**src/sv/fpurs_pkg.sv**
```systemverilog
package fpurs_pkg;

   // field widths
   localparam int MAN_W      = 64;
   localparam int SEXP_W     = 16;
   localparam int KEXP_W     = 17;
   localparam int REQ_DATA_W = 88;
   localparam int RSP_DATA_W = 104;

   typedef logic [MAN_W-1:0]         man_type;
   typedef logic [SEXP_W-1:0]        sexp_type;
   typedef logic signed [KEXP_W-1:0] kexp_type;
   typedef logic [1:0]               tag_type;
   typedef logic [1:0]               cmp_type;

   // request codes
   localparam logic [3:0] REQ_PUSH     = 4'd0;
   localparam logic [3:0] REQ_POP      = 4'd1;
   localparam logic [3:0] REQ_READ_ST  = 4'd2;
   localparam logic [3:0] REQ_WRITE_ST = 4'd3;
   localparam logic [3:0] REQ_COMPARE  = 4'd4;
   localparam logic [3:0] REQ_MMX_RD   = 4'd5;
   localparam logic [3:0] REQ_MMX_WR   = 4'd6;
   localparam logic [3:0] REQ_EMMS     = 4'd7;
   localparam logic [3:0] REQ_STATUS   = 4'd8;
   localparam logic [3:0] REQ_CLEAR    = 4'd9;
   localparam logic [3:0] REQ_INIT     = 4'd10;

   // tag codes
   localparam tag_type TAG_VALID   = 2'd0;
   localparam tag_type TAG_ZERO    = 2'd1;
   localparam tag_type TAG_SPECIAL = 2'd2;
   localparam tag_type TAG_EMPTY   = 2'd3;

   // compare outcomes
   localparam cmp_type CMP_LT = 2'd0;
   localparam cmp_type CMP_EQ = 2'd1;
   localparam cmp_type CMP_GT = 2'd2;
   localparam cmp_type CMP_UN = 2'd3;

   // status word bits
   localparam sexp_type ST_IE         = 16'h0001;
   localparam sexp_type ST_SF         = 16'h0040;
   localparam sexp_type ST_C0         = 16'h0100;
   localparam sexp_type ST_C1         = 16'h0200;
   localparam sexp_type ST_C2         = 16'h0400;
   localparam sexp_type ST_C3         = 16'h4000;
   localparam sexp_type ST_CLEAR_MASK = 16'h80FF;

   localparam logic [14:0] EXP_MAX  = 15'h7FFF;
   localparam sexp_type    MMX_SEXP = 16'hFFFF;
   localparam man_type     INT_BIT  = 64'h8000_0000_0000_0000;

   function automatic tag_type classify(input man_type m, input sexp_type se);
      if (se[14:0] == EXP_MAX) return TAG_SPECIAL;
      if (m == '0) return TAG_ZERO;
      return TAG_VALID;
   endfunction

   function automatic logic is_nan(input man_type m, input sexp_type se);
      return (se[14:0] == EXP_MAX) && (m != INT_BIT);
   endfunction

   // a and b carry raw value plus normalized key (mantissa, exponent)
   function automatic cmp_type compare(input man_type am, input sexp_type ase,
                                       input man_type akm, input kexp_type ake,
                                       input man_type bm, input sexp_type bse,
                                       input man_type bkm, input kexp_type bke);
      logic    za;
      logic    zb;
      logic    na;
      logic    nb;
      cmp_type mag;
      za = (am == '0);
      zb = (bm == '0);
      na = ase[15];
      nb = bse[15];
      if (is_nan(am, ase) || is_nan(bm, bse)) return CMP_UN;
      if (za && zb) return CMP_EQ;
      if (za) return nb ? CMP_GT : CMP_LT;
      if (zb) return na ? CMP_LT : CMP_GT;
      if (na != nb) return na ? CMP_LT : CMP_GT;
      if (ake > bke) mag = CMP_GT;
      else if (ake < bke) mag = CMP_LT;
      else if (akm > bkm) mag = CMP_GT;
      else if (akm < bkm) mag = CMP_LT;
      else mag = CMP_EQ;
      if (na && mag == CMP_GT) return CMP_LT;
      if (na && mag == CMP_LT) return CMP_GT;
      return mag;
   endfunction

endpackage

```
**src/sv/fpurs_norm.sv**
```systemverilog
// two-stage leading-zero normalizer: coarse 16-bit step, then fine step
module fpurs_norm (
   input  logic                clock,
   input  logic                load1,
   input  logic                load2,
   input  fpurs_pkg::man_type  mantissa,
   input  logic [14:0]         exponent,
   output fpurs_pkg::man_type  key_man,
   output fpurs_pkg::kexp_type key_exp
);

   logic [1:0]          coarse_in;
   logic [1:0]          coarse_ff;
   fpurs_pkg::man_type  part_in;
   fpurs_pkg::man_type  part_ff;
   logic [14:0]         eff_in;
   logic [14:0]         eff_ff;
   logic [3:0]          fine_in;
   fpurs_pkg::man_type  key_man_in;
   fpurs_pkg::man_type  key_man_ff;
   fpurs_pkg::kexp_type key_exp_in;
   fpurs_pkg::kexp_type key_exp_ff;

   // stage 1: find leading nonzero 16-bit chunk
   always_comb begin
      if (mantissa[63:48] != '0) coarse_in = 2'd0;
      else if (mantissa[47:32] != '0) coarse_in = 2'd1;
      else if (mantissa[31:16] != '0) coarse_in = 2'd2;
      else coarse_in = 2'd3;
      case (coarse_in)
         2'd0: part_in = mantissa;
         2'd1: part_in = mantissa << 16;
         2'd2: part_in = mantissa << 32;
         default: part_in = mantissa << 48;
      endcase
      eff_in = (exponent == '0) ? 15'd1 : exponent;
   end

   // stage 2: leading zeros in the top chunk
   always_comb begin
      fine_in = '0;
      for (int i = 0; i < 16; i++) begin
         if (part_ff[48+i]) fine_in = 4'(15 - i);
      end
      key_man_in = part_ff << fine_in;
      key_exp_in = $signed({2'b00, eff_ff}) - $signed({11'b0, coarse_ff, fine_in});
   end

   always_ff @(posedge clock) begin
      if (load1) begin
         coarse_ff <= coarse_in;
         part_ff   <= part_in;
         eff_ff    <= eff_in;
      end
      if (load2) begin
         key_man_ff <= key_man_in;
         key_exp_ff <= key_exp_in;
      end
   end

   assign key_man = key_man_ff;
   assign key_exp = key_exp_ff;

endmodule

```
**src/sv/fpu_register_stack.sv**
```systemverilog
// floating-point register stack: NUM_ENTRIES 80-bit entries rotating around TOP
//
// req channel: one request per transaction; req_tuser holds the request kind,
// req_tdata holds index, operand mantissa and operand sign/exponent
// rsp channel: exactly one result transaction per request, in request order;
// rsp_tuser is the ok flag, rsp_tdata holds the data read, the status word with
// TOP in bits 13:11, and the count of non-empty entries
//
// a request passes one input stage, then one normalizer stage that builds the
// operand's compare key, then the register-file access that updates the stack
// and loads the result register
// throughput is one transaction per cycle while results are taken; the register
// file has one read and one write address, so every request finishes its state
// update in the register-file access; when the result side stalls the pipeline
// stages keep filling, and the request side backs off only once all three stages
// hold a transaction; reset (and the init request) empties all tags, zeroes the
// stored entries, TOP and the status bits
module fpu_register_stack #(
   parameter int NUM_ENTRIES = 8
) (
   input  logic                                clock,
   input  logic                                reset,
   input  logic                                req_tvalid,
   output logic                                req_tready,
   // [2:0] index, [66:3] value_mantissa, [82:67] value_sign_exp, [87:83] zero
   input  logic [fpurs_pkg::REQ_DATA_W-1:0]    req_tdata,
   // [3:0] req_type
   input  logic [3:0]                          req_tuser,
   output logic                                rsp_tvalid,
   input  logic                                rsp_tready,
   // [63:0] data_mantissa, [79:64] data_sign_exp, [95:80] status_word,
   // [99:96] depth, [103:100] zero
   output logic [fpurs_pkg::RSP_DATA_W-1:0]    rsp_tdata,
   // [0] ok
   output logic                                rsp_tuser
);

   localparam int TW = $clog2(NUM_ENTRIES);
   localparam int DW = $clog2(NUM_ENTRIES + 1);
   localparam int SW = ((TW > 3) ? TW : 3) + 1;

   // stack storage
   fpurs_pkg::man_type  man_ff  [NUM_ENTRIES];
   fpurs_pkg::sexp_type sexp_ff [NUM_ENTRIES];
   fpurs_pkg::man_type  kman_ff [NUM_ENTRIES];
   fpurs_pkg::kexp_type kexp_ff [NUM_ENTRIES];
   fpurs_pkg::tag_type  tag_ff  [NUM_ENTRIES];
   fpurs_pkg::tag_type  tag_in  [NUM_ENTRIES];
   logic [TW-1:0]       top_ff;
   logic [TW-1:0]       top_in;
   fpurs_pkg::sexp_type stat_ff;
   fpurs_pkg::sexp_type stat_in;
   logic [DW-1:0]       depth_ff;
   logic [DW-1:0]       depth_in;

   // pipeline stages
   logic                s1_v_ff;
   logic                s1_v_in;
   logic [3:0]          s1_req_ff;
   logic [2:0]          s1_idx_ff;
   fpurs_pkg::man_type  s1_man_ff;
   fpurs_pkg::sexp_type s1_sexp_ff;
   logic                s2_v_ff;
   logic                s2_v_in;
   logic [3:0]          s2_req_ff;
   logic [2:0]          s2_idx_ff;
   fpurs_pkg::man_type  s2_man_ff;
   fpurs_pkg::sexp_type s2_sexp_ff;
   fpurs_pkg::man_type  op_kman;
   fpurs_pkg::kexp_type op_kexp;

   // result register
   logic                              rsp_v_ff;
   logic                              rsp_v_in;
   logic [fpurs_pkg::RSP_DATA_W-1:0]  rsp_data_ff;
   logic [fpurs_pkg::RSP_DATA_W-1:0]  rsp_data_in;
   logic                              rsp_ok_ff;

   // handshake chain
   logic req_acc;
   logic adv1;
   logic adv2;
   logic s2_rdy;
   logic exe_rdy;

   // execute-stage signals
   logic                ok;
   fpurs_pkg::man_type  dm;
   fpurs_pkg::sexp_type ds;
   logic                idx_ok;
   logic [SW-1:0]       phys_sum;
   logic [SW-1:0]       phys_wrap;
   logic [TW-1:0]       phys_idx;
   logic [TW-1:0]       push_addr;
   logic [TW-1:0]       pop_next;
   logic [TW-1:0]       rd_addr;
   fpurs_pkg::man_type  rd_man;
   fpurs_pkg::sexp_type rd_sexp;
   fpurs_pkg::man_type  rd_kman;
   fpurs_pkg::kexp_type rd_kexp;
   fpurs_pkg::tag_type  rd_tag;
   fpurs_pkg::tag_type  op_tag;
   fpurs_pkg::cmp_type  cmp;
   logic                wr_en;
   fpurs_pkg::sexp_type wr_sexp;
   logic                exe_init;
   fpurs_pkg::sexp_type status_word;
   logic [14:0]         norm_exp;

   // a stage moves on when the next one is empty or moving too
   assign exe_rdy    = !rsp_v_ff || rsp_tready;
   assign adv2       = s2_v_ff && exe_rdy;
   assign s2_rdy     = !s2_v_ff || adv2;
   assign adv1       = s1_v_ff && s2_rdy;
   assign req_tready = !s1_v_ff || adv1;
   assign req_acc    = req_tvalid && req_tready;

   assign s1_v_in  = req_acc ? 1'b1 : (adv1 ? 1'b0 : s1_v_ff);
   assign s2_v_in  = adv1 ? 1'b1 : (adv2 ? 1'b0 : s2_v_ff);
   assign rsp_v_in = adv2 ? 1'b1 : (rsp_tready ? 1'b0 : rsp_v_ff);

   // mmx writes store exponent all ones, so key them the same way
   assign norm_exp = (req_tuser == fpurs_pkg::REQ_MMX_WR) ?
                     fpurs_pkg::EXP_MAX : req_tdata[81:67];

   fpurs_norm u_norm (
      .clock    (clock),
      .load1    (req_acc),
      .load2    (adv1),
      .mantissa (req_tdata[66:3]),
      .exponent (norm_exp),
      .key_man  (op_kman),
      .key_exp  (op_kexp)
   );

   // stack addressing
   assign idx_ok    = (int'(s2_idx_ff) < NUM_ENTRIES);
   assign phys_sum  = SW'(top_ff) + SW'(s2_idx_ff);
   assign phys_wrap = (phys_sum >= SW'(NUM_ENTRIES)) ? phys_sum - SW'(NUM_ENTRIES) : phys_sum;
   assign phys_idx  = phys_wrap[TW-1:0];
   assign push_addr = (top_ff == '0) ? TW'(NUM_ENTRIES - 1) : top_ff - TW'(1);
   assign pop_next  = (top_ff == TW'(NUM_ENTRIES - 1)) ? '0 : top_ff + TW'(1);

   // single read address serves every request kind, and doubles as write address
   always_comb begin
      case (s2_req_ff)
         fpurs_pkg::REQ_PUSH:     rd_addr = push_addr;
         fpurs_pkg::REQ_READ_ST:  rd_addr = phys_idx;
         fpurs_pkg::REQ_WRITE_ST: rd_addr = phys_idx;
         fpurs_pkg::REQ_MMX_RD:   rd_addr = TW'(s2_idx_ff);
         fpurs_pkg::REQ_MMX_WR:   rd_addr = TW'(s2_idx_ff);
         default:                 rd_addr = top_ff;
      endcase
   end

   assign rd_man  = man_ff[rd_addr];
   assign rd_sexp = sexp_ff[rd_addr];
   assign rd_kman = kman_ff[rd_addr];
   assign rd_kexp = kexp_ff[rd_addr];
   assign rd_tag  = tag_ff[rd_addr];
   assign op_tag  = fpurs_pkg::classify(s2_man_ff, s2_sexp_ff);
   assign cmp     = fpurs_pkg::compare(rd_man, rd_sexp, rd_kman, rd_kexp,
                                       s2_man_ff, s2_sexp_ff, op_kman, op_kexp);

   // request execution
   always_comb begin
      ok       = 1'b0;
      dm       = '0;
      ds       = '0;
      stat_in  = stat_ff;
      top_in   = top_ff;
      depth_in = depth_ff;
      tag_in   = tag_ff;
      wr_en    = 1'b0;
      wr_sexp  = s2_sexp_ff;
      exe_init = 1'b0;
      case (s2_req_ff)
         fpurs_pkg::REQ_PUSH: begin
            if (rd_tag != fpurs_pkg::TAG_EMPTY) begin
               // stack overflow
               stat_in = stat_ff | fpurs_pkg::ST_IE | fpurs_pkg::ST_SF | fpurs_pkg::ST_C1;
            end else begin
               top_in            = push_addr;
               wr_en             = 1'b1;
               tag_in[push_addr] = op_tag;
               depth_in          = depth_ff + DW'(1);
               ok                = 1'b1;
            end
         end
         fpurs_pkg::REQ_POP: begin
            if (rd_tag == fpurs_pkg::TAG_EMPTY) begin
               // stack underflow
               stat_in = (stat_ff | fpurs_pkg::ST_IE | fpurs_pkg::ST_SF) & ~fpurs_pkg::ST_C1;
            end else begin
               dm             = rd_man;
               ds             = rd_sexp;
               tag_in[top_ff] = fpurs_pkg::TAG_EMPTY;
               top_in         = pop_next;
               depth_in       = depth_ff - DW'(1);
               ok             = 1'b1;
            end
         end
         fpurs_pkg::REQ_READ_ST: begin
            if (idx_ok && rd_tag != fpurs_pkg::TAG_EMPTY) begin
               dm = rd_man;
               ds = rd_sexp;
               ok = 1'b1;
            end
         end
         fpurs_pkg::REQ_WRITE_ST: begin
            if (idx_ok) begin
               wr_en            = 1'b1;
               tag_in[phys_idx] = op_tag;
               if (rd_tag == fpurs_pkg::TAG_EMPTY) depth_in = depth_ff + DW'(1);
               ok = 1'b1;
            end
         end
         fpurs_pkg::REQ_COMPARE: begin
            if (rd_tag == fpurs_pkg::TAG_EMPTY) begin
               stat_in = stat_ff | fpurs_pkg::ST_IE | fpurs_pkg::ST_SF;
            end else begin
               stat_in = stat_ff &
                         ~(fpurs_pkg::ST_C0 | fpurs_pkg::ST_C2 | fpurs_pkg::ST_C3);
               case (cmp)
                  fpurs_pkg::CMP_UN: stat_in = stat_in | fpurs_pkg::ST_C0 |
                     fpurs_pkg::ST_C2 | fpurs_pkg::ST_C3 | fpurs_pkg::ST_IE;
                  fpurs_pkg::CMP_LT: stat_in = stat_in | fpurs_pkg::ST_C0;
                  fpurs_pkg::CMP_EQ: stat_in = stat_in | fpurs_pkg::ST_C3;
                  default: ;
               endcase
               ok = 1'b1;
            end
         end
         fpurs_pkg::REQ_MMX_RD: begin
            if (idx_ok) begin
               dm = rd_man;
               ds = rd_sexp;
               ok = 1'b1;
            end
         end
         fpurs_pkg::REQ_MMX_WR: begin
            if (idx_ok) begin
               wr_en   = 1'b1;
               wr_sexp = fpurs_pkg::MMX_SEXP;
               for (int i = 0; i < NUM_ENTRIES; i++) tag_in[i] = fpurs_pkg::TAG_VALID;
               depth_in = DW'(NUM_ENTRIES);
               ok       = 1'b1;
            end
         end
         fpurs_pkg::REQ_EMMS: begin
            for (int i = 0; i < NUM_ENTRIES; i++) tag_in[i] = fpurs_pkg::TAG_EMPTY;
            depth_in = '0;
            ok       = 1'b1;
         end
         fpurs_pkg::REQ_STATUS: begin
            ok = 1'b1;
         end
         fpurs_pkg::REQ_CLEAR: begin
            stat_in = stat_ff & ~fpurs_pkg::ST_CLEAR_MASK;
            ok      = 1'b1;
         end
         fpurs_pkg::REQ_INIT: begin
            exe_init = 1'b1;
            for (int i = 0; i < NUM_ENTRIES; i++) tag_in[i] = fpurs_pkg::TAG_EMPTY;
            top_in   = '0;
            stat_in  = '0;
            depth_in = '0;
            ok       = 1'b1;
         end
         default: ;
      endcase
   end

   // TOP goes into bits 13:11 of the status word
   assign status_word = {stat_in[15:14], 3'(top_in), stat_in[10:0]};
   assign rsp_data_in = {4'b0, 4'(depth_in), status_word, ds, dm};

   // control state and entries that init clears
   always_ff @(posedge clock) begin
      if (reset) begin
         s1_v_ff  <= 1'b0;
         s2_v_ff  <= 1'b0;
         rsp_v_ff <= 1'b0;
         top_ff   <= '0;
         stat_ff  <= '0;
         depth_ff <= '0;
         for (int i = 0; i < NUM_ENTRIES; i++) begin
            man_ff[i]  <= '0;
            sexp_ff[i] <= '0;
            tag_ff[i]  <= fpurs_pkg::TAG_EMPTY;
         end
      end else begin
         s1_v_ff  <= s1_v_in;
         s2_v_ff  <= s2_v_in;
         rsp_v_ff <= rsp_v_in;
         if (adv2) begin
            top_ff   <= top_in;
            stat_ff  <= stat_in;
            depth_ff <= depth_in;
            tag_ff   <= tag_in;
            if (exe_init) begin
               for (int i = 0; i < NUM_ENTRIES; i++) begin
                  man_ff[i]  <= '0;
                  sexp_ff[i] <= '0;
               end
            end else if (wr_en) begin
               man_ff[rd_addr]  <= s2_man_ff;
               sexp_ff[rd_addr] <= wr_sexp;
            end
         end
      end
   end

   // payload: stage registers, compare keys, result
   always_ff @(posedge clock) begin
      if (req_acc) begin
         s1_req_ff  <= req_tuser;
         s1_idx_ff  <= req_tdata[2:0];
         s1_man_ff  <= req_tdata[66:3];
         s1_sexp_ff <= req_tdata[82:67];
      end
      if (adv1) begin
         s2_req_ff  <= s1_req_ff;
         s2_idx_ff  <= s1_idx_ff;
         s2_man_ff  <= s1_man_ff;
         s2_sexp_ff <= s1_sexp_ff;
      end
      if (adv2) begin
         rsp_data_ff <= rsp_data_in;
         rsp_ok_ff   <= ok;
         // key only matters for nonzero entries, which always come with one
         if (wr_en && !exe_init) begin
            kman_ff[rd_addr] <= op_kman;
            kexp_ff[rd_addr] <= op_kexp;
         end
      end
   end

   assign rsp_tvalid = rsp_v_ff;
   assign rsp_tdata  = rsp_data_ff;
   assign rsp_tuser  = rsp_ok_ff;

endmodule

```
**config.mk**
```make
export PLATFORM = sky130hd
export DESIGN_NAME = fpu_register_stack
export DESIGN_NICKNAME = d
export VERILOG_FILES = /design/src/sv/fpurs_pkg.sv /design/src/sv/fpurs_norm.sv /design/src/sv/fpu_register_stack.sv
export SDC_FILE = /design/constraint.sdc
export NUM_CORES = 2
export LEC_CHECK = 0
export ABC_AREA = 1
export BUFFER_PORTS_ARGS = -buffer_cell sky130_fd_sc_hd__buf_2
export CAP_MARGIN = 30
export CORE_ASPECT_RATIO = 1.1
export CORE_UTILIZATION = 60
export DETAILED_ROUTE_END_ITERATION = 16
export PLACE_DENSITY = 0.8
export SLEW_MARGIN = 20
export SYNTH_ARGS = -nofsm -noshare
export SYNTH_HDL_FRONTEND = slang
export SYNTH_SLANG_ARGS = --single-unit
export TNS_END_PERCENT = 100
```
**constraint.sdc**
```tcl
create_clock -name clock -period 28.1 [get_ports clock]
set_clock_uncertainty 0.1 [all_clocks]
set_input_delay 1.405 -clock clock [delete_from_list [all_inputs] [get_ports clock]]
set_output_delay 1.405 -clock clock [all_outputs]
set_load 0.01 [all_outputs]
```
==> results_dict.tcl <==
set metrics [dict create \
    status "complete, no violations" \
    post-cts-setup-buffers 0 \
    hold_viol 0 \
    critPathSlowestCell "o31ai_1" \
    viasPerCell 6.201 \
    critPathRequiredTime_ps 28730 \
    end_kind "register" \
    antenna_found_initial 10 \
    ff2ff_path_depth 39 \
    place.port_buffers 193 \
    final_common_cell "edfxtp_1" \
    final_cell_mix "edfxtp_1, nand2_1, nor2_1, inv_1, o21ai_0" \
    die_area_um2 128100 \
    die_x_um 341.4 \
    start_util_pct 60.62 \
    first_pass_iters 6 \
    power.leakage_nw 33.46 \
    synth_flop_cell "edfxtp_1" \
    fin_crit_sh_pct 34.77 \
    grt_overflow_total 0 \
    nets 7144 \
    h-tree-depth 4 \
    grt_pass1_vias 52680 \
    period_minus_slack_ps 9770 \
    reg2reg_from "top_ff[0]" \
    grt_use_total_pct 32.33 \
    wirelength_um 209100 \
    grt_setup_unrepaired "no" \
    start_kind "register" \
    drtIter0Drc 6755 \
    rrSetupSlack_ps 18330 \
    relSlewSlack_pct 29.45 \
    cpMostUsedCell "nand2_1" \
    worst_hold_path_type "register to register" \
    worst_skew_pair.late_latency_ps 820 \
    synth.distinct_cells 54 \
    cts_hold_buf 0 \
    gp_congestion 0.9721 \
    r2r_end "stat_ff[8]" \
    vias 54250 \
    async_flop_share_pct 0 \
    cts_root_buf "clkbuf_16" \
    drc 0 \
    num_rows 136 \
    worst_pin_slew_ps 1058 \
    cpPeakStageDelay_ps 810 \
    ys_seq_area_share_pct 68.80 \
    cts_buffers 167 \
    cts.sinks 1755 \
    syn-mean-instance-area_um2 11.10 \
    grt_max_degree 169 \
    fmax_ghz 0.1024 \
    syn_inst 6851 \
    core_um2 125400 \
    cts_buffer_depth 3 \
    grt_pass1_wl_um 309500 \
    placed_area_um2 78600 \
    synth_edf_count 1716 \
    yosys-top-cells-area "edfxtp_1, nand2_1, nor2_1" \
    synth_top_area_share_pct 67.78 \
    post_cts_resized 0 \
    yosys_warnings 0 \
    max_cap_viol_count 0 \
    netlist_area_um2 76030 \
    clkSlewWorstSetupHoldPaths_ps 80 \
    ys_ff_latch 1755 \
    area_growth_pct 10.53 \
    ant_nets 0 \
    cts_tree "yes" \
    num-fill-cells 8543 \
    final_util_pct 67.01 \
    finalSetupViolations 0 \
    io_pins 203 \
    arrival_ps 10400 \
    yosysTopAreaCell "edfxtp_1" \
    worstSetupStartpoint "top_ff[0]" \
    crit_path_max_fanout 50 \
    vdd_drop_max_mv 0.06856 \
    finalInstanceArea_um2 84040 \
    layout-drive-gt1-share_pct 9.017 \
    dp_hpwl_um 121600 \
    fp.dieH_um 375.3 \
    slew_viol_final 0 \
    avgRoutedWirePerCell_um 23.90 \
    cp-endpoint "stat_ff[8]" \
    path_class "register to register" \
    p_per_area_nw_per_um2 68.75 \
    finalSetupTns_ps 0 \
]
-- registers in the layout, summed over array words and instances (netlist names), 15 cells and up --
signal and flops:
u_norm.part_ff 64, kexp_ff 128, s2_sexp_ff 16, rsp_tdata 100
u_norm.key_man 64, s1_sexp_ff 16, tag_ff 16, s1_man_ff 64
s2_man_ff 64, kman_ff 512, u_norm.eff_ff 15, u_norm.key_exp 16
sexp_ff 128, man_ff 512
-- synth_stat cells, types with 21 or more instances --
master	count
buf_2	94
nand3_1	53
clkinv_1	21
a21oi_1	160
dfxtp_1	39
mux2i_1	85
inv_1	519
ha_1	95
or4_1	78
o21ai_0	362
nand4_1	137
nor4_1	32
o22ai_1	279
or2_2	58
nor3_1	38
buf_1	30
edfxtp_1	1716
clkbuf_1	210
nor2_1	981
nand2_1	1690
o211ai_1	24
-- per-stage QoR --
stage / hold WS (ps) / total power, mW / setup WS [ps] / instances
3_3_place_gp: 302.1 / 3.586 / 18780 / 8421
6_report: 306.7 / 5.778 / 18330 / 8749
4_1_cts: 309.6 / 5.765 / 18600 / 8737
3_5_place_dp: 304.5 / 3.608 / 18700 / 8432
2_1_floorplan: 300.3 / 3.416 / 18810 / 6854
5_1_grt: 322.0 / 5.934 / 17820 / 8744
-- cell families (layout without fill, tap and decap cells) --
family	after synthesis	count (layout)	share of synthesized area (%)
AND/OR/NAND/NOR	3088	3088	16.66
flip-flops	1755	1755	68.80
multiplexers	85	85	1.119
adder cells (fa/ha/maj)	97	97	1.616
buffers and inverters	905	1138	4.779
XOR/XNOR	18	18	0.2074
AO/OA/AOI/OAI	902	902	6.813
other	1	10	0.004932
-- layout make-up --
| cell class | instances | area, um^2 | area share, % |
|---|---|---|---|
| inverter | 548 | 2078 | 2.473 |
| sequential | 1755 | 52310 | 62.25 |
| clock inverter | 93 | 862.1 | 1.026 |
| tap | 1656 | 2072 | 2.466 |
| timing repair buffer | 285 | 1912 | 2.275 |
| clock buffer | 212 | 4422 | 5.262 |
| multi-input combinational | 4194 | 20360 | 24.23 |
| antenna | 6 | 15.01 | 0.01787 |
-- layer usage --
| layer | vias to the layer above | global-route usage (%) | part of all wire (%) |
|---|---|---|---|
| li1 | 23940 | - | - |
| met1 | 25690 | 39.35 | 34 |
| met2 | 3750 | 52.64 | 48 |
| met3 | 848 | 6.832 | 12 |
| met4 | 14 | 20.57 | 6.7 |
| met5 | - | 0 | 0.044 |
-- power by group --
part | leakage (nW) | total, mW | switching [mW] | internal (mW)
clock | 2.59 | 2.20 | 0.978 | 1.22
combinational | 14.0 | 0.575 | 0.415 | 0.160
sequential | 16.9 | 3.00 | 0.0476 | 2.96
-- worst min-delay path by stage --
stage               slack, ps          start            end  depth (start not counted)
finish                    310  s1_man_ff[42]  s2_man_ff[42]                          0
global route              320   s1_man_ff[0]   s2_man_ff[0]                          0
CTS                       310   s1_man_ff[4]   s2_man_ff[4]                          0
detailed placement        300  s1_man_ff[25]  s2_man_ff[25]                          0
global placement          300  s1_sexp_ff[9]  s2_sexp_ff[9]                          0
floorplan                 300   s1_idx_ff[0]   s2_idx_ff[0]                          0
-- worst max-delay path: cells and delay by family, from the launching register on --
kind	cells	cell delay (ps)
AOI/OAI and AO/OA	9	1860
and+or+nand+nor	16	3010
adders and majority gates	3	820
buffers and inverters	11	3270
DFF	1	570
Note: power is estimated with default switching activity, not from simulation.
